## config.mk

```make
export PLATFORM = sky130hd
export DESIGN_NAME = ngh_mac
export DESIGN_NICKNAME = d
export VERILOG_FILES = /design/src/rtl/ngh_pkg.sv /design/src/rtl/ngh_mac.sv
export SDC_FILE = /design/constraint.sdc
export NUM_CORES = 2
export LEC_CHECK = 0
export BUFFER_PORTS_ARGS = -buffer_cell sky130_fd_sc_hd__buf_2
export CORE_MARGIN = 2
export CORE_UTILIZATION = 55
export CTS_BUF_LIST = sky130_fd_sc_hd__clkbuf_8
export CTS_CLUSTER_SIZE = 14
export DETAILED_ROUTE_END_ITERATION = 8
export GPL_TIMING_DRIVEN = 1
export PLACE_DENSITY = 0.72
export SETUP_SLACK_MARGIN = 0.05
export SLEW_MARGIN = 20
export SYNTH_ARGS = -nofsm -noshare
export SYNTH_HDL_FRONTEND = slang
export SYNTH_SLANG_ARGS = --single-unit
export TNS_END_PERCENT = 10
```

## constraint.sdc

```tcl
create_clock -name i_clk -period 18 [get_ports i_clk]
set_input_delay 0 -clock i_clk [delete_from_list [all_inputs] [get_ports i_clk]]
set_output_delay 0 -clock i_clk [all_outputs]
set_load 0.02 [all_outputs]
```

## src/rtl/ngh_pkg.sv

```systemverilog
// Shared types and constants for the noise gate with hold and hysteresis.
// Used by ngh_cfg, ngh_mac and noise_gate_hold_hysteresis; no dependencies.
`timescale 1ns / 1ps
`default_nettype none

package ngh_pkg;

    // Channel count the build supports; only two sample ports exist.
    localparam int CHANNELS = 2;

    localparam int SAMPLE_W = 24;
    localparam int LEVEL_W  = 23;
    localparam int COEF_W   = 24;
    localparam int HOLD_W   = 17;
    localparam int ACH_W    = 2;
    localparam int CFG_IDX_W  = 3;
    localparam int CFG_DATA_W = 24;

    // Shared multiply-accumulate operand and accumulator widths
    localparam int MAC_A_W   = 26;
    localparam int MAC_B_W   = 25;
    localparam int MAC_ACC_W = 51;

    localparam logic [COEF_W:0]     ONE_Q24   = 25'd16777216;
    localparam logic [SAMPLE_W-1:0] UNITY_Q23 = 24'd8388608;
    localparam logic [SAMPLE_W-1:0] FLOOR_Q23 = 24'd251658;

    // Register reset values
    localparam logic [LEVEL_W-1:0] RST_OPEN_TH   = 23'd83886;
    localparam logic [LEVEL_W-1:0] RST_CLOSE_TH  = 23'd52930;
    localparam logic [COEF_W-1:0]  RST_DET_ATK   = 24'd16545860;
    localparam logic [COEF_W-1:0]  RST_DET_REL   = 24'd16771840;
    localparam logic [COEF_W-1:0]  RST_GAIN_ATK  = 24'd16707460;
    localparam logic [COEF_W-1:0]  RST_GAIN_REL  = 24'd16773720;
    localparam logic [HOLD_W-1:0]  RST_HOLD      = 17'd2400;
    localparam logic [ACH_W-1:0]   RST_ACTIVE_CH = 2'd2;

    typedef enum logic [CFG_IDX_W-1:0] {
        REG_OPEN_TH   = 3'd0,
        REG_CLOSE_TH  = 3'd1,
        REG_DET_ATK   = 3'd2,
        REG_DET_REL   = 3'd3,
        REG_GAIN_ATK  = 3'd4,
        REG_GAIN_REL  = 3'd5,
        REG_HOLD      = 3'd6,
        REG_ACTIVE_CH = 3'd7
    } t_reg_idx;

    typedef struct packed {
        logic [LEVEL_W-1:0] open_threshold;
        logic [LEVEL_W-1:0] close_threshold;
        logic [COEF_W-1:0]  detector_attack_coef;
        logic [COEF_W-1:0]  detector_release_coef;
        logic [COEF_W-1:0]  gain_attack_coef;
        logic [COEF_W-1:0]  gain_release_coef;
        logic [HOLD_W-1:0]  hold_samples;
        logic [ACH_W-1:0]   active_channels;
    } t_cfg;

    // MAC control: en loads the accumulator, accum adds to the old value
    typedef struct packed {
        logic en;
        logic accum;
    } t_mac_op;

endpackage

`default_nettype wire

```

## src/rtl/ngh_mac.sv

```systemverilog
// Shared signed multiply-accumulate unit: acc = (accum ? acc : 0) + a * b.
// Depends on ngh_pkg (operand widths, t_mac_op).
`timescale 1ns / 1ps
`default_nettype none

module ngh_mac
    import ngh_pkg::*;
(
    input  wire logic                        i_clk,
    input  t_mac_op                          i_op,
    input  wire logic signed [MAC_A_W-1:0]   i_a,
    input  wire logic signed [MAC_B_W-1:0]   i_b,
    output logic signed [MAC_ACC_W-1:0]      o_acc
);

    logic signed [MAC_ACC_W-1:0] r_acc;
    logic signed [MAC_ACC_W-1:0] n_acc;

    always_comb begin
        n_acc = MAC_ACC_W'(i_a * i_b);
        if (i_op.accum) begin
            n_acc = n_acc + r_acc;
        end
    end

    always_ff @(posedge i_clk) begin
        if (i_op.en) begin
            r_acc <= n_acc;
        end
    end

    assign o_acc = r_acc;

endmodule

`default_nettype wire
```

## Yosys cells after proc, flatten, opt, wreduce, memory -nomap -nowiden

Cells that the tools add are included.
Widths: inputs -> output; s select.

- Multiplexer cells: 1
- Multipliers: 1
- $add $sub $neg: 1

Operator list:

| cell | count |
|---|---|
| $add 51x51->51 | 1 |
| $mul 26x25->51 | 1 |
| $mux 51 | 1 |

- Bits in registers: 51
- Input bits: 54
- Output and inout port bits: 51
- Word-level logic and storage cells: 4

## Longest topological paths before layout

- Word-level depth: 3
- Depth in mapped cells: 37
- Mapped depth without buffers: 35

## Worst setup path after synthesis

OpenSTA, ideal clock, no wires.

- Path kind: input-to-reg
- From: in i_b[4]
- To: reg r_acc[48], in the netlist o_acc[48], data pin
- Library setup time: 0.260 ns
- Cell stages on the path: 35
- Path slack: 9.536 ns
- Arrival: 8.204 ns
- Path buffers: 3
- Required time: 17.740 ns
- Cells stage by stage: clkbuf_1 -> clkbuf_1 -> nand2_1 -> fa_1 -> inv_1 -> fa_1 -> inv_1 -> fa_1 -> fa_1 -> inv_1 -> fa_1 -> fa_1 -> inv_1 -> fa_1 -> inv_1 -> ha_1 -> clkbuf_1 -> and3_1 -> and3b_1 -> o311ai_2 -> a31o_1 -> and2_1 -> o21ai_1 -> a31o_2 -> xor2_1 -> ha_1 -> a21oi_1 -> and2_1 -> a221o_1 -> nor2_1 -> a211o_1 -> a311oi_2 -> o21bai_1 -> xor2_1 -> mux2_2

- Word-level cells in the longest chain between the ends: 3

Ends and longest elaborated chain:

| what | line | RTL |
|---|---|---|
| from (decl) | ngh_mac.sv:12 | `input wire logic signed [MAC_B_W-1:0] i_b,` |
| $mul 26x25->51 (*) | ngh_mac.sv:20 | `n_acc = MAC_ACC_W'(i_a * i_b);` |
| $add 51x51->51 | ngh_mac.sv:22 | `n_acc = n_acc + r_acc;` |
| $mux 51 (*) | ngh_mac.sv:21 | `if (i_op.accum) begin` |
| via n_acc[48] | ngh_mac.sv:17 | `logic signed [MAC_ACC_W-1:0] n_acc;` |
| to (signal assigned) | ngh_mac.sv:28 | `r_acc <= n_acc;` |
| to (decl) | ngh_mac.sv:16 | `logic signed [MAC_ACC_W-1:0] r_acc;` |

The timed path passes the listed nets; every way through them passes the cells marked *.
A chain may end at the register's enable or synchronous reset.

## Worst setup path after layout

- From: in i_a[16]
- To: reg r_acc[38], in the netlist o_acc[38], data pin

- Word-level cells in the longest chain between the ends: 3

Ends and longest elaborated chain:

| what | line | RTL |
|---|---|---|
| from (decl) | ngh_mac.sv:11 | `input wire logic signed [MAC_A_W-1:0] i_a,` |
| $mul 26x25->51 (*) | ngh_mac.sv:20 |  |
| $add 51x51->51 | ngh_mac.sv:22 |  |
| $mux 51 (*) | ngh_mac.sv:21 |  |
| via n_acc[38] | ngh_mac.sv:17 |  |

Marks and branches as above.

==> metrics <==
largest net degree at the start of global routing 56; Largest register FFs 51; multi-input logic area around 0.024 mm^2; Hold EP o_acc[45]$_DFFE_PP_; Initial Utilization 0.556; Tmin final ~9.2 ns; Ys Warns 0; RSZ-0062 raised after global routing false; total die area 0.0538 mm^2; Synth Flop Type edfxtp_1; status finished clean; R2R cell count 12; CP max-delay cell fa_1; Synth async-reset ratio 0; Worst EP arrival around 9.3 ns; R2R Setup Slk 14.24 ns; leading area contributor after synthesis fa_1; worst-margin pin slew 0.766 ns; critical path's most frequent cell fa_1; CTS tree done; CP peak stage delay just under 0.6 ns; total I/O pin count about 110; CP Class in -> reg; final setup vio count 0; Synth top area share 0.478; nets around 4,000; post-detail-place hpwl 59,900 um; clk root buf clkbuf_8; grt peak-use layer met2; Syn Inst Count about 3,100; sequential share of the synthesized area 0.0536; vias around 21,000; vias in the first global route about 24,000; All-Layer GR Usage 0.284; mapped cell area between 0.02 and 0.03 mm^2; Max Clock Skew roughly 0.012 ns; DRT iter0 DRCs between 1,000 and 1,500; EDFF count, synth a little over 50; startpoint types input port; Detailed Routing Iterations Pass 1 6; Placer Congestion a little over 0.9; critical path endpoint category flop; fraction of layout cells with a size suffix above 1 0.0532; Hold Crit Depth 2; CTS resizes 0; M3 GR Usage 0.0297; # fillers 4,558; Clock Latency Late Sink approximately 0.33 ns; Final Hold Fails 0; cts hold-fix bufs 0; Area Overhead vs Synth 3.37%; Critical R2R Capture o_acc[38]$_DFFE_PP_; FMAX about 0.11 GHz; RR Startpoint o_acc[0]$_DFFE_PP_; hold_sp i_op[1]; CTS sink cnt 51; syn_area_per_cell ~9 um^2; crit-path max FO 25; worst path required time between 15 and 20 ns; grt met1 use 0.340; most common cell after layout, fill and taps aside inv_1; Slew Viols, Final 0; top post-synthesis cells by area fa_1, inv_1, ha_1, and2_1, edfxtp_1; setup TNS 0 ns; vias per cell about 5.7; cell row count slightly above 80; Die Height ~230 um; Post-CTS Setup Bufs 0; Routed Antenna Nets 0; worst-case clock buffer depth 2; H-tree depth 2; Max-Cap Viols 0; Cells after DPL roughly 3,800; most frequent cells in the layout inv_1, fa_1, nand2_1, and2_1, ha_1; Yosys reg bits just over 50; post-synth cell types between 60 and 70; grt total ovfl 0; CTS clk-pin slew, worst paths 0.10 ns; syn nets 4,039; first-pass GRT wire length around 120,000 um; initial antenna violation count 3; WL final around 73,000 um; core area between 0.05 and 0.06 mm^2; # DRC 0; Chip Width between 200 and 250 um; wire per inst 19.4 um; Final Non-Filler Cells around 3,800; register area about 0.0015 mm^2; hold crit path type in -> reg; grt met2 use 0.520; Slew HR 0.488; Num CTS Buffers 5; crit share post-route 0.513; Port Buffers 104
how the worst max path moves through the flow:
| stage | start | to | depth (start not counted) |
|---|---|---|---|
| 3_5_place_dp | i_b[4] | o_acc[38]$_DFFE_PP_ | 35 |
| 4_1_cts | i_b[4] | o_acc[38]$_DFFE_PP_ | 35 |
| 3_3_place_gp | i_a[14] | o_acc[38]$_DFFE_PP_ | 34 |
| 2_1_floorplan | i_b[4] | o_acc[48]$_DFFE_PP_ | 35 |
| 5_1_grt | i_b[4] | o_acc[38]$_DFFE_PP_ | 35 |
| 6_report | i_a[16] | o_acc[38]$_DFFE_PP_ | 34 |
metal layers:
| layer | share of wire | wire length [um] | vias to the layer above |
|---|---|---|---|
| met3 | 0.048 | 3490 | 211 |
| met1 | 0.37 | 27000 | 11100 |
| met2 | 0.53 | 39100 | 718 |
| li1 | - | - | 9288 |
| met4 | 0.047 | 3450 | 4 |
| met5 | 0.00038 | 28 | - |
kinds of logic (layout without fill, tap and decap cells):
family | count (synthesis) | count (layout) | synth area share
buf+inv | 822 | 800 | 0.108
mux | 37 | 37 | 0.0146
flops | 51 | 51 | 0.0536
other cells | 0 | 1 | 0
compound gates | 318 | 318 | 0.0709
simple gates | 887 | 887 | 0.156
fa+ha+maj | 882 | 882 | 0.565
xor+xnor | 106 | 106 | 0.0325
Yosys cell counts, types with 3 or more instances:
library cell and instances:
xor2_1 39, xnor2_1 67, nor2_1 67, nand2b_1 17, inv_1 684, a2111oi_0 4
a21o_1 46, fa_1 682, or2_2 4, clkbuf_1 133, nor3_1 12, and4_1 4
a31oi_1 10, and3_1 14, nand3_1 18, nand4_1 24, a21boi_0 5, buf_1 3
nor2b_1 13, a31o_1 3, o31ai_1 3, a21oi_1 104, a211o_1 3, o21ai_1 16
ha_1 200, mux2_2 37, o21a_1 10, a211oi_1 13, nand2_1 375, o211ai_1 9
edfxtp_1 51, o21ai_0 51, and2_1 325, o21bai_1 14
layout make-up:
cell class              instances  area share
multi-input cells            2230       0.811
clock buffers                   5     0.00233
inverters                     685      0.0870
diodes                          1   0.0000847
clock inverters                 3    0.000423
well taps                     680      0.0288
repair buffers                107      0.0184
flip-flops and latches         51      0.0518
critical path, delay by kind of cell:
family | cells | cell delay (ns)
fa+ha+maj | 9 | 4.46
simple gates | 9 | 2.22
compound gates | 8 | 1.36
buf+inv | 5 | 0.79
mux | 1 | 0.27
xor+xnor | 2 | 0.21
through the flow:
stage	hold slack [ns]	instance area, um^2	utilization	worst slack [ns]
after global routing	0.397	29600	0.575	8.30
after CTS	0.368	29600	0.575	8.94
final	0.370	29600	0.575	8.76
after detailed placement	0.494	29500	0.573	8.59
after floorplan	0.112	28600	-	9.54
after global placement	0.495	29500	0.573	8.66
Power is not shown: default switching activity piles up to over one toggle a cycle in this logic, so the estimate is an artifact.
