**config.mk**
```make
export PLATFORM = sky130hd
export DESIGN_NAME = ngh_cfg
export DESIGN_NICKNAME = d
export VERILOG_FILES = /design/src/rtl/ngh_pkg.sv /design/src/rtl/ngh_cfg.sv
export SDC_FILE = /design/constraint.sdc
export NUM_CORES = 1
export LEC_CHECK = 0
export BUFFER_PORTS_ARGS = -buffer_cell sky130_fd_sc_hd__buf_4
export CORE_MARGIN = 2
export CORE_UTILIZATION = 46
export CTS_CLUSTER_DIAMETER = 120
export DETAILED_ROUTE_END_ITERATION = 8
export HOLD_SLACK_MARGIN = 0.06
export MAX_ROUTING_LAYER = met4
export PLACE_DENSITY = 0.79
export SLEW_MARGIN = 25
export SYNTH_ARGS = -nofsm -noshare
export SYNTH_HDL_FRONTEND = slang
export SYNTH_SLANG_ARGS = --single-unit
```
**constraint.sdc**
```tcl
create_clock -name i_clk -period 1.3 [get_ports i_clk]
set_input_delay 0.195 -clock i_clk [delete_from_list [all_inputs] [get_ports i_clk]]
set_output_delay 0.195 -clock i_clk [all_outputs]
set_load 0.05 [all_outputs]
```
**src/rtl/ngh_pkg.sv**
```systemverilog
// Shared types and constants for the noise gate with hold and hysteresis.
// Used by ngh_cfg, ngh_mac and noise_gate_hold_hysteresis; no dependencies.
`timescale 1ns / 1ps
`default_nettype none

package ngh_pkg;

    // Channel count the build supports; only two sample ports exist.
    localparam int CHANNELS = 2;

    localparam int SAMPLE_W = 24;
    localparam int LEVEL_W  = 23;
    localparam int COEF_W   = 24;
    localparam int HOLD_W   = 17;
    localparam int ACH_W    = 2;
    localparam int CFG_IDX_W  = 3;
    localparam int CFG_DATA_W = 24;

    // Shared multiply-accumulate operand and accumulator widths
    localparam int MAC_A_W   = 26;
    localparam int MAC_B_W   = 25;
    localparam int MAC_ACC_W = 51;

    localparam logic [COEF_W:0]     ONE_Q24   = 25'd16777216;
    localparam logic [SAMPLE_W-1:0] UNITY_Q23 = 24'd8388608;
    localparam logic [SAMPLE_W-1:0] FLOOR_Q23 = 24'd251658;

    // Register reset values
    localparam logic [LEVEL_W-1:0] RST_OPEN_TH   = 23'd83886;
    localparam logic [LEVEL_W-1:0] RST_CLOSE_TH  = 23'd52930;
    localparam logic [COEF_W-1:0]  RST_DET_ATK   = 24'd16545860;
    localparam logic [COEF_W-1:0]  RST_DET_REL   = 24'd16771840;
    localparam logic [COEF_W-1:0]  RST_GAIN_ATK  = 24'd16707460;
    localparam logic [COEF_W-1:0]  RST_GAIN_REL  = 24'd16773720;
    localparam logic [HOLD_W-1:0]  RST_HOLD      = 17'd2400;
    localparam logic [ACH_W-1:0]   RST_ACTIVE_CH = 2'd2;

    typedef enum logic [CFG_IDX_W-1:0] {
        REG_OPEN_TH   = 3'd0,
        REG_CLOSE_TH  = 3'd1,
        REG_DET_ATK   = 3'd2,
        REG_DET_REL   = 3'd3,
        REG_GAIN_ATK  = 3'd4,
        REG_GAIN_REL  = 3'd5,
        REG_HOLD      = 3'd6,
        REG_ACTIVE_CH = 3'd7
    } t_reg_idx;

    typedef struct packed {
        logic [LEVEL_W-1:0] open_threshold;
        logic [LEVEL_W-1:0] close_threshold;
        logic [COEF_W-1:0]  detector_attack_coef;
        logic [COEF_W-1:0]  detector_release_coef;
        logic [COEF_W-1:0]  gain_attack_coef;
        logic [COEF_W-1:0]  gain_release_coef;
        logic [HOLD_W-1:0]  hold_samples;
        logic [ACH_W-1:0]   active_channels;
    } t_cfg;

    // MAC control: en loads the accumulator, accum adds to the old value
    typedef struct packed {
        logic en;
        logic accum;
    } t_mac_op;

endpackage

`default_nettype wire

```
**src/rtl/ngh_cfg.sv**
```systemverilog
// Configuration register file for the noise gate.
// Depends on ngh_pkg (t_cfg, register indexes, reset values).
`timescale 1ns / 1ps
`default_nettype none

module ngh_cfg
    import ngh_pkg::*;
(
    input  wire logic                  i_clk,
    input  wire logic                  i_rst_n,
    input  wire logic                  i_cfg_we,
    input  wire logic [CFG_IDX_W-1:0]  i_cfg_index,
    input  wire logic [CFG_DATA_W-1:0] i_cfg_data,
    output t_cfg                       o_cfg
);

    t_cfg r_cfg;
    t_cfg n_cfg;

    always_comb begin
        n_cfg = r_cfg;
        if (i_cfg_we) begin
            unique case (t_reg_idx'(i_cfg_index))
                REG_OPEN_TH:   n_cfg.open_threshold        = i_cfg_data[LEVEL_W-1:0];
                REG_CLOSE_TH:  n_cfg.close_threshold       = i_cfg_data[LEVEL_W-1:0];
                REG_DET_ATK:   n_cfg.detector_attack_coef  = i_cfg_data[COEF_W-1:0];
                REG_DET_REL:   n_cfg.detector_release_coef = i_cfg_data[COEF_W-1:0];
                REG_GAIN_ATK:  n_cfg.gain_attack_coef      = i_cfg_data[COEF_W-1:0];
                REG_GAIN_REL:  n_cfg.gain_release_coef     = i_cfg_data[COEF_W-1:0];
                REG_HOLD:      n_cfg.hold_samples          = i_cfg_data[HOLD_W-1:0];
                REG_ACTIVE_CH: n_cfg.active_channels       = i_cfg_data[ACH_W-1:0];
            endcase
        end
    end

    always_ff @(posedge i_clk) begin
        if (!i_rst_n) begin
            r_cfg.open_threshold        <= RST_OPEN_TH;
            r_cfg.close_threshold       <= RST_CLOSE_TH;
            r_cfg.detector_attack_coef  <= RST_DET_ATK;
            r_cfg.detector_release_coef <= RST_DET_REL;
            r_cfg.gain_attack_coef      <= RST_GAIN_ATK;
            r_cfg.gain_release_coef     <= RST_GAIN_REL;
            r_cfg.hold_samples          <= RST_HOLD;
            r_cfg.active_channels       <= RST_ACTIVE_CH;
        end else begin
            r_cfg <= n_cfg;
        end
    end

    assign o_cfg = r_cfg;

endmodule

`default_nettype wire

```
; ---- Word-level counts from Yosys, hierarchy flattened
; Cells that the tools add are included.
[word_totals]
latch_bits = 0
rom_bits = 0
register_bits = 161
input_bits = 30
ram_bits = 0
memories = 0
word_cells = 24
output_inout_bits = 161
[classes]
n_reduce_logical = 9
n_eq_ne = 7
muxes = 0
magnitude_cmp = 0
mul = 0
n_shift = 0
addsub = 0
n_div = 0
n_bitwise = 0
[op_table]
columns = operator, n
row1 = 2-bit AND reduction, 8
row2 = "3-bit == test, second input constant", 4
row3 = "3-bit by 2-bit == test with 1-bit output, second input constant", 2
row4 = "3-bit by 1-bit == test with 1-bit output, second input constant", 1
row5 = 3-bit zero test, 1

; ---- Logic depth before layout (Yosys ltp)
; Gate-level depths: netlist of the first run.
[logic_depth]
word_depth = 2
depth_mapped = 5

; ---- Worst setup path after synthesis of the first run
; No wires, ideal clock.
[synth_path]
path_kind = input to register
from = in i_cfg_index[1]
to = reg r_cfg (netlist bit o_cfg[152])
required_ps = 1168
cell_stages = 5
arrival_time_ps = 1234
slack_ps = -67
path_buffers = 3
path_cell_list = buf_4 -> or4b_4 -> buf_6 -> buf_12 -> mux2i_1
[synth_via]
elab_chain_cells = 2
[synth_lines]
columns = item, line_no
row1 = start: declaration, ngh_cfg.sv:12  ; input wire logic [CFG_IDX_W-1:0] i_cfg_index,
row2 = 3-bit zero test, ngh_cfg.sv:23  ; unique case (t_reg_idx'(i_cfg_index))
row3 = 2-bit AND reduction (no line), --
row4 = end signal: assignment, ngh_cfg.sv:47  ; r_cfg <= n_cfg;
row5 = end: declaration, ngh_cfg.sv:17  ; t_cfg r_cfg;
; Every way passes these cells.
; A chain may end at the register's enable or synchronous reset.

; ---- Worst setup path after layout of the first run
[layout_path]
from = reg r_cfg (netlist bit o_cfg[126])
to = out o_cfg[126] in the netlist's numbering
[layout_lines]
columns = item, line_no
row1 = end: declaration, ngh_cfg.sv:14  ; output t_cfg o_cfg
; No word-level cell between the ends.

==> results of run 1 <==
[cells in the final DEF, fill, tap and decap left out, types with 2 or more instances in the layout]
| cell type | n |
|---|---|
| sky130_fd_sc_hd__clkinv_2 | 2 |
| sky130_fd_sc_hd__dfxtp_1 | 161 |
| sky130_fd_sc_hd__nand4b_1 | 3 |
| sky130_fd_sc_hd__clkbuf_8 | 2 |
| sky130_fd_sc_hd__clkinvlp_4 | 3 |
| sky130_fd_sc_hd__clkinv_4 | 3 |
| sky130_fd_sc_hd__nand2_1 | 103 |
| sky130_fd_sc_hd__dlygate4sd3_1 | 3 |
| sky130_fd_sc_hd__buf_4 | 213 |
| sky130_fd_sc_hd__bufinv_16 | 3 |
| sky130_fd_sc_hd__clkbuf_16 | 17 |
| sky130_fd_sc_hd__buf_12 | 9 |
| sky130_fd_sc_hd__nor2b_1 | 104 |
| sky130_fd_sc_hd__mux2i_1 | 161 |
[per-stage QoR]
step / area, um2 / hold WS (ns)
after floorplan: 6230 / 0.334
after global placement: 8010 / 0.443
after detailed placement: 8010 / 0.449
after CTS: 8650 / 0.0601
after global routing: 8650 / 0.0769
final: 8650 / 0.0651
[final cells by class]
cell class / count / share of cell area
sequential: 161 / 0.373
multi-input combinational: 379 / 0.322
timing repair buffer: 225 / 0.209
clock buffer: 20 / 0.0528
tap: 176 / 0.0255
clock inverter: 12 / 0.0182
[power breakdown]
group          total, mW  leakage (nW)  switching, mW  internal (mW)
logic               1.23          2.58          0.785          0.446
registers           5.11          1.31         0.0673           5.04
clock network       5.15         0.293           2.02           3.13
total               11.5          4.18           2.87           8.62
[how the worst min path moves through the flow]
stage / startpoint / end / slack (ns) / cells past startpoint
floorplan: i_cfg_data[14] / o_cfg[16] / 0.33 / 2
global placement: o_cfg[101] / o_cfg[101] / 0.44 / 2
detailed placement: o_cfg[123] / o_cfg[123] / 0.45 / 2
CTS: i_cfg_data[3] / o_cfg[141] / 0.06 / 3
global route: i_cfg_data[2] / o_cfg[93] / 0.08 / 3
finish: i_cfg_data[3] / o_cfg[141] / 0.07 / 3
[cell families (layout without fill, tap and decap cells)]
| kind of cell | after synthesis | in the layout | share of synthesized area |
|---|---|---|---|
| mux | 161 | 161 | 0.259 |
| simple gates | 218 | 218 | 0.184 |
| flops | 161 | 161 | 0.518 |
| buf+inv | 47 | 257 | 0.0390 |
[repair_timing]
action,CTS,global route
endpoints found under the hold margin,3,0
hold buffers,3,0
gates resized for setup,0,0
setup endpoints to repair,0,0
[routing by layer]
layer  wire length, um  vias to the layer above  track usage
met5                 0                        -            -
met4               361                        0       0.0814
met3               805                       30       0.0557
met2              8510                      133        0.399
met1              7620                     2385        0.301
li1                  -                     2333            -
==> flow_summary_export.csv, run 1 <==
group,metric,value,unit
critical_path,timing.critical_path.max_delay_family,"flip-flops",
power_and_ir_drop,worst_ir_drop_vdd,0.825,mV
layout,stdcell_count,973,
synth,synth-edff-count,0,
critical_path,timing.critical_path.slowest_stage_cell,"sky130_fd_sc_hd__dfxtp_1",
drt,final_antenna_net_count,0,
critical_path,reg2reg_depth,2,
layout,fillerInstances,1069,
power_and_ir_drop,p_leak,4.18,nW
placement,dp.final_hpwl,12400,um
drt,vias_per_cell,5.02,
critical_path,worst_r2r_endpoint,"o_cfg[37]",
critical_path,timing.critical_path.slowest_cell_delay,0.39,ns
critical_path,cp_data_required_time,1.11,ns
timing,clock.fmax,814,MHz
layout,fin_util,0.653,
critical_path,critPathLaunch,"o_cfg[126]",
clocking,post_cts.repair.setup_buffers,0,
clocking,tritoncts,"built",
synth,syn_inst,587,
global_route,grt_util_all_layers,0.244,
floorplanning,die_w,120,um
global_route,grt_pass1_vias,4951,
clocking,clockBufferDepth,2,
synth,synthDominantCellAreaShare,0.518,
timing,post-route-min-period,1.23,ns
synth,netlist_top_cells_count,"sky130_fd_sc_hd__dfxtp_1 (161), sky130_fd_sc_hd__mux2i_1 (161), sky130_fd_sc_hd__nor2b_1 (104)",
power_and_ir_drop,powerDensity,1330,nW/um2
critical_path,cp_max_fo,2,
placement,placedCellCount,938,
critical_path,path_depth,1,
clocking,cts-buffers-inserted,17,
drt,vias,4881,
drt,routed_wirelength,17300,um
clocking,clk_transition_reported_paths,0.06,ns
timing,finalHoldViolations,0,
global_route,globalRouteOverflowTotal,0,
critical_path,start_kind,"flip-flop",
global_route,grt_start_max_net_pins,52,
power_and_ir_drop,finalPower,11.5,mW
synth,post_synth.cell_area_avg,10.6,um2
synth,synth.distinct_cells,17,
timing,setup_viol,0,
drt,detail_route.first_pass.iterations,4,
critical_path,wp_data_arrival,1.03,ns
clocking,clock_tree.htree_level_count,4,
placement,place.gp.congestion,0.852,
clocking,clock_latency,0.42,ns
timing,worst_clock_skew,0,ns
synth,synth_top_area_cells,"sky130_fd_sc_hd__dfxtp_1 (52%), sky130_fd_sc_hd__mux2i_1 (26%), sky130_fd_sc_hd__nor2b_1 (10%)",
synth,cell_area_after_synthesis,6220,um2
timing,setup_slack,0.0717,ns
layout,synthToLayoutAreaGrowth,39.0,%
critical_path,setup.worst_path.end,"o_cfg[126]",
global_route,first_pass_grt_wire_length,26600,um
timing,grt_setup_unrepaired,"no",
run,max_cap_viol_count,0,
layout,multi_input_comb_area,2790,um2
floorplanning,ios,191,
layout,num_antenna_cells,0,
global_route,antenna_found_initial,0,
min_path,min_path_type,"primary input to flip-flop",
layout,finish.net_count,814,
placement,place_worst_setup_slack,-0.0189,ns
critical_path,reg2reg_slack,0.60,ns
layout,max_ffs_per_register,161,
timing,slew_headroom,0.695,
synth,synth.largest_area_cell,"sky130_fd_sc_hd__dfxtp_1",
drt,avgRoutedWirePerCell,17.8,um
drt,dr.first_iter.drc_count,279,
drt,post_detailed_route_drc_marker_count,0,
critical_path,cp-end-kind,"primary output",
clocking,cts.sinks,161,
floorplanning,die_h,120,um
critical_path,crit_chain,"buf_4",
timing,slew_viol_final,0,
critical_path,critPathBufInv,1,
layout,layout_cell_share_with_drive_strength_beyond_1,0.324,
synth,synthesis.nets,617,
timing,final.period_utilization,0.945,
clocking,cts_root_buffer,"sky130_fd_sc_hd__clkbuf_16",
critical_path,crit-reg2reg-launch,"o_cfg[37]",
synth,postSynth.asyncResetShare,0,
timing,timing_worst_slew_pin_value,0.457,ns
floorplanning,row_count,42,
synth,yosysWarningCount,0,
critical_path,criticalPathCategory,"flip-flop to primary output",
floorplanning,floorplan.die_area,14500,um2
timing,totalNegativeSetupSlack,0,ns
layout,register_area,3220,um2
placement,numPortBuffers,190,
synth,ys_seq_elements,161,
outcome,outcome,"finished, final reports clean",
synth,seq_area_frac_synth,0.518,
floorplanning,core_area,13200,um2
floorplanning,initial_core_util,0.470,
synth,synth_top_flop_cell,"sky130_fd_sc_hd__dfxtp_1",
Note: power is estimated with default switching activity, not from simulation.
==> inputs of run 2 (changes only) <==
--- a/config.mk
+++ b/config.mk
@@ -6,13 +6,15 @@
 export NUM_CORES = 1
 export LEC_CHECK = 0
 export BUFFER_PORTS_ARGS = -buffer_cell sky130_fd_sc_hd__buf_4
-export CORE_MARGIN = 2
+export CORE_MARGIN = 3
 export CORE_UTILIZATION = 46
 export CTS_CLUSTER_DIAMETER = 120
 export DETAILED_ROUTE_END_ITERATION = 8
 export HOLD_SLACK_MARGIN = 0.06
 export MAX_ROUTING_LAYER = met4
 export PLACE_DENSITY = 0.79
+export RECOVER_POWER = 25
+export SKIP_LAST_GASP = 1
 export SLEW_MARGIN = 25
 export SYNTH_ARGS = -nofsm -noshare
 export SYNTH_HDL_FRONTEND = slang
==> run 2 against run 1 <==
Global-route usage down 0.74 points. First-iteration DRC count shrank 31%. Via count decreased by 1.4%. Sequential share of layout area up 0.34 points. Sequential power hardly changed. Clock skew is the same. Setup slack better by 0.0071 ns. Critical endpoint is now o_cfg[44].
==> flow_summary_export.csv, run 2 (synthesis gave the netlist of run 1 again) <==
group,metric,value,unit
layout,finish.net_count,813,
global_route,grt_pass1_vias,4907,
floorplanning,initial_core_util,0.482,
placement,dp.final_hpwl,12700,um
timing,slew_headroom,0.673,
drt,dr.first_iter.drc_count,193,
layout,layout_cell_share_with_drive_strength_beyond_1,0.312,
placement,placedCellCount,932,
critical_path,timing.critical_path.slowest_stage_cell,"sky130_fd_sc_hd__dfxtp_1",
clocking,clock_latency,0.41,ns
drt,final_antenna_net_count,0,
timing,clock.fmax,819,MHz
timing,timing_worst_slew_pin_value,0.484,ns
critical_path,start_kind,"flip-flop",
layout,most_used_cells_in_the_layout_excluding_fill_and_tap_cells,"sky130_fd_sc_hd__buf_4 (201), sky130_fd_sc_hd__mux2i_1 (161), sky130_fd_sc_hd__dfxtp_1 (161)",
global_route,first_pass_grt_wire_length,26400,um
global_route,grt_start_max_net_pins,52,
drt,post_detailed_route_drc_marker_count,0,
layout,fillerInstances,1007,
critical_path,crit_chain,"buf_4",
layout,max_ffs_per_register,161,
timing,grt_setup_unrepaired,"no",
timing,post-route-min-period,1.22,ns
timing,totalNegativeSetupSlack,0,ns
timing,worst_clock_skew,0,ns
layout,synthToLayoutAreaGrowth,37.7,%
drt,avgRoutedWirePerCell,17.8,um
floorplanning,floorplan.die_area,15000,um2
clocking,cts-buffers-inserted,17,
run,max_cap_viol_count,0,
clocking,tritoncts,"built",
critical_path,critPathBufInv,1,
power_and_ir_drop,finalPower,11.5,mW
critical_path,cp_max_fo,2,
timing,setup_slack,0.0789,ns
drt,detail_route.first_pass.iterations,4,
floorplanning,die_w,122,um
layout,stdcell_count,967,
placement,place.gp.congestion,0.896,
timing,setup_viol,0,
floorplanning,row_count,41,
placement,place_worst_setup_slack,-0.0808,ns
floorplanning,ios,191,
drt,vias,4814,
clocking,clk_transition_reported_paths,0.06,ns
timing,final.period_utilization,0.939,
floorplanning,core_area,12900,um2
clocking,clock_tree.htree_level_count,4,
timing,hold-worst-slack,0.0735,ns
power_and_ir_drop,powerDensity,1340,nW/um2
drt,routed_wirelength,17200,um
clocking,clockBufferDepth,2,
critical_path,wp_data_arrival,1.03,ns
clocking,cts_root_buffer,"sky130_fd_sc_hd__clkbuf_16",
power_and_ir_drop,worst_ir_drop_vdd,0.914,mV
critical_path,cp_data_required_time,1.11,ns
global_route,globalRouteOverflowTotal,0,
timing,finalHoldViolations,0,
floorplanning,die_h,122,um
timing,slew_viol_final,0,
critical_path,timing.critical_path.max_delay_family,"flip-flops",
clocking,cts.sinks,161,
layout,num_antenna_cells,0,
drt,vias_per_cell,4.98,
critical_path,timing.critical_path.slowest_cell_delay,0.39,ns
outcome,outcome,"finished, final reports clean",
min_path,min_path_type,"primary input to flip-flop",
critical_path,criticalPathCategory,"flip-flop to primary output",
layout,layout_commonest_cell,"sky130_fd_sc_hd__buf_4",
global_route,antenna_found_initial,0,
global_route,grt_util_all_layers,0.237,
placement,numPortBuffers,190,
critical_path,cp-end-kind,"primary output",
power_and_ir_drop,p_leak,4.15,nW
-- run 2: path summary, 6_finish.rpt --
path,startpoint,to,slack (ns),depth (start not counted)
worst max-delay path,o_cfg[44],o_cfg[44],0.08,1
worst min-delay path,i_cfg_data[11],o_cfg[30],0.07,3
worst max register to register,o_cfg[101],o_cfg[101],0.61,2
worst min register to register,o_cfg[118],o_cfg[118],0.46,2
-- run 2: final cells by class --
cell class / instances / area, um2 / area share
multi-input combinational: 379 / 2780 / 0.324
clock buffer: 19 / 453 / 0.0528
clock inverter: 12 / 160 / 0.0187
tap: 172 / 215 / 0.0251
timing repair buffer: 224 / 1740 / 0.203
sequential: 161 / 3220 / 0.376
-- run 2: power by group --
part           total (mW)  internal (mW)  switching (mW)
clock network        5.14           3.12            2.01
logic                1.20          0.430           0.775
registers            5.11           5.04          0.0689
-- run 2: metrics by stage --
stage	cell area, um2	utilization
after floorplan	6230	-
after global placement	7990	0.618
after detailed placement	7990	0.618
after CTS	8640	0.668
after global routing	8570	0.663
final	8570	0.663
-- run 2: timing repair --
action,in CTS,in global routing
gates resized for setup,0,0
setup buffers,0,0
hold endpoints to repair,5,0
hold buffers,4,0
-- run 2: per-layer routing --
| layer | share of wire | up-vias | GRT usage | routed length, um |
|---|---|---|---|---|
| li1 | - | 2324 | - | - |
| met1 | 0.43 | 2318 | 0.293 | 7400 |
| met2 | 0.49 | 148 | 0.384 | 8390 |
| met3 | 0.062 | 24 | 0.0507 | 1060 |
| met4 | 0.021 | 0 | 0.0854 | 361 |
| met5 | 0 | - | - | 0 |
-- run 2: worst register-to-register path, cell delays in order (launching register included) --
cell and delay [ns]:
sky130_fd_sc_hd__dfxtp_1 0.36, sky130_fd_sc_hd__nand2_1 0.08, sky130_fd_sc_hd__mux2i_1 0.17
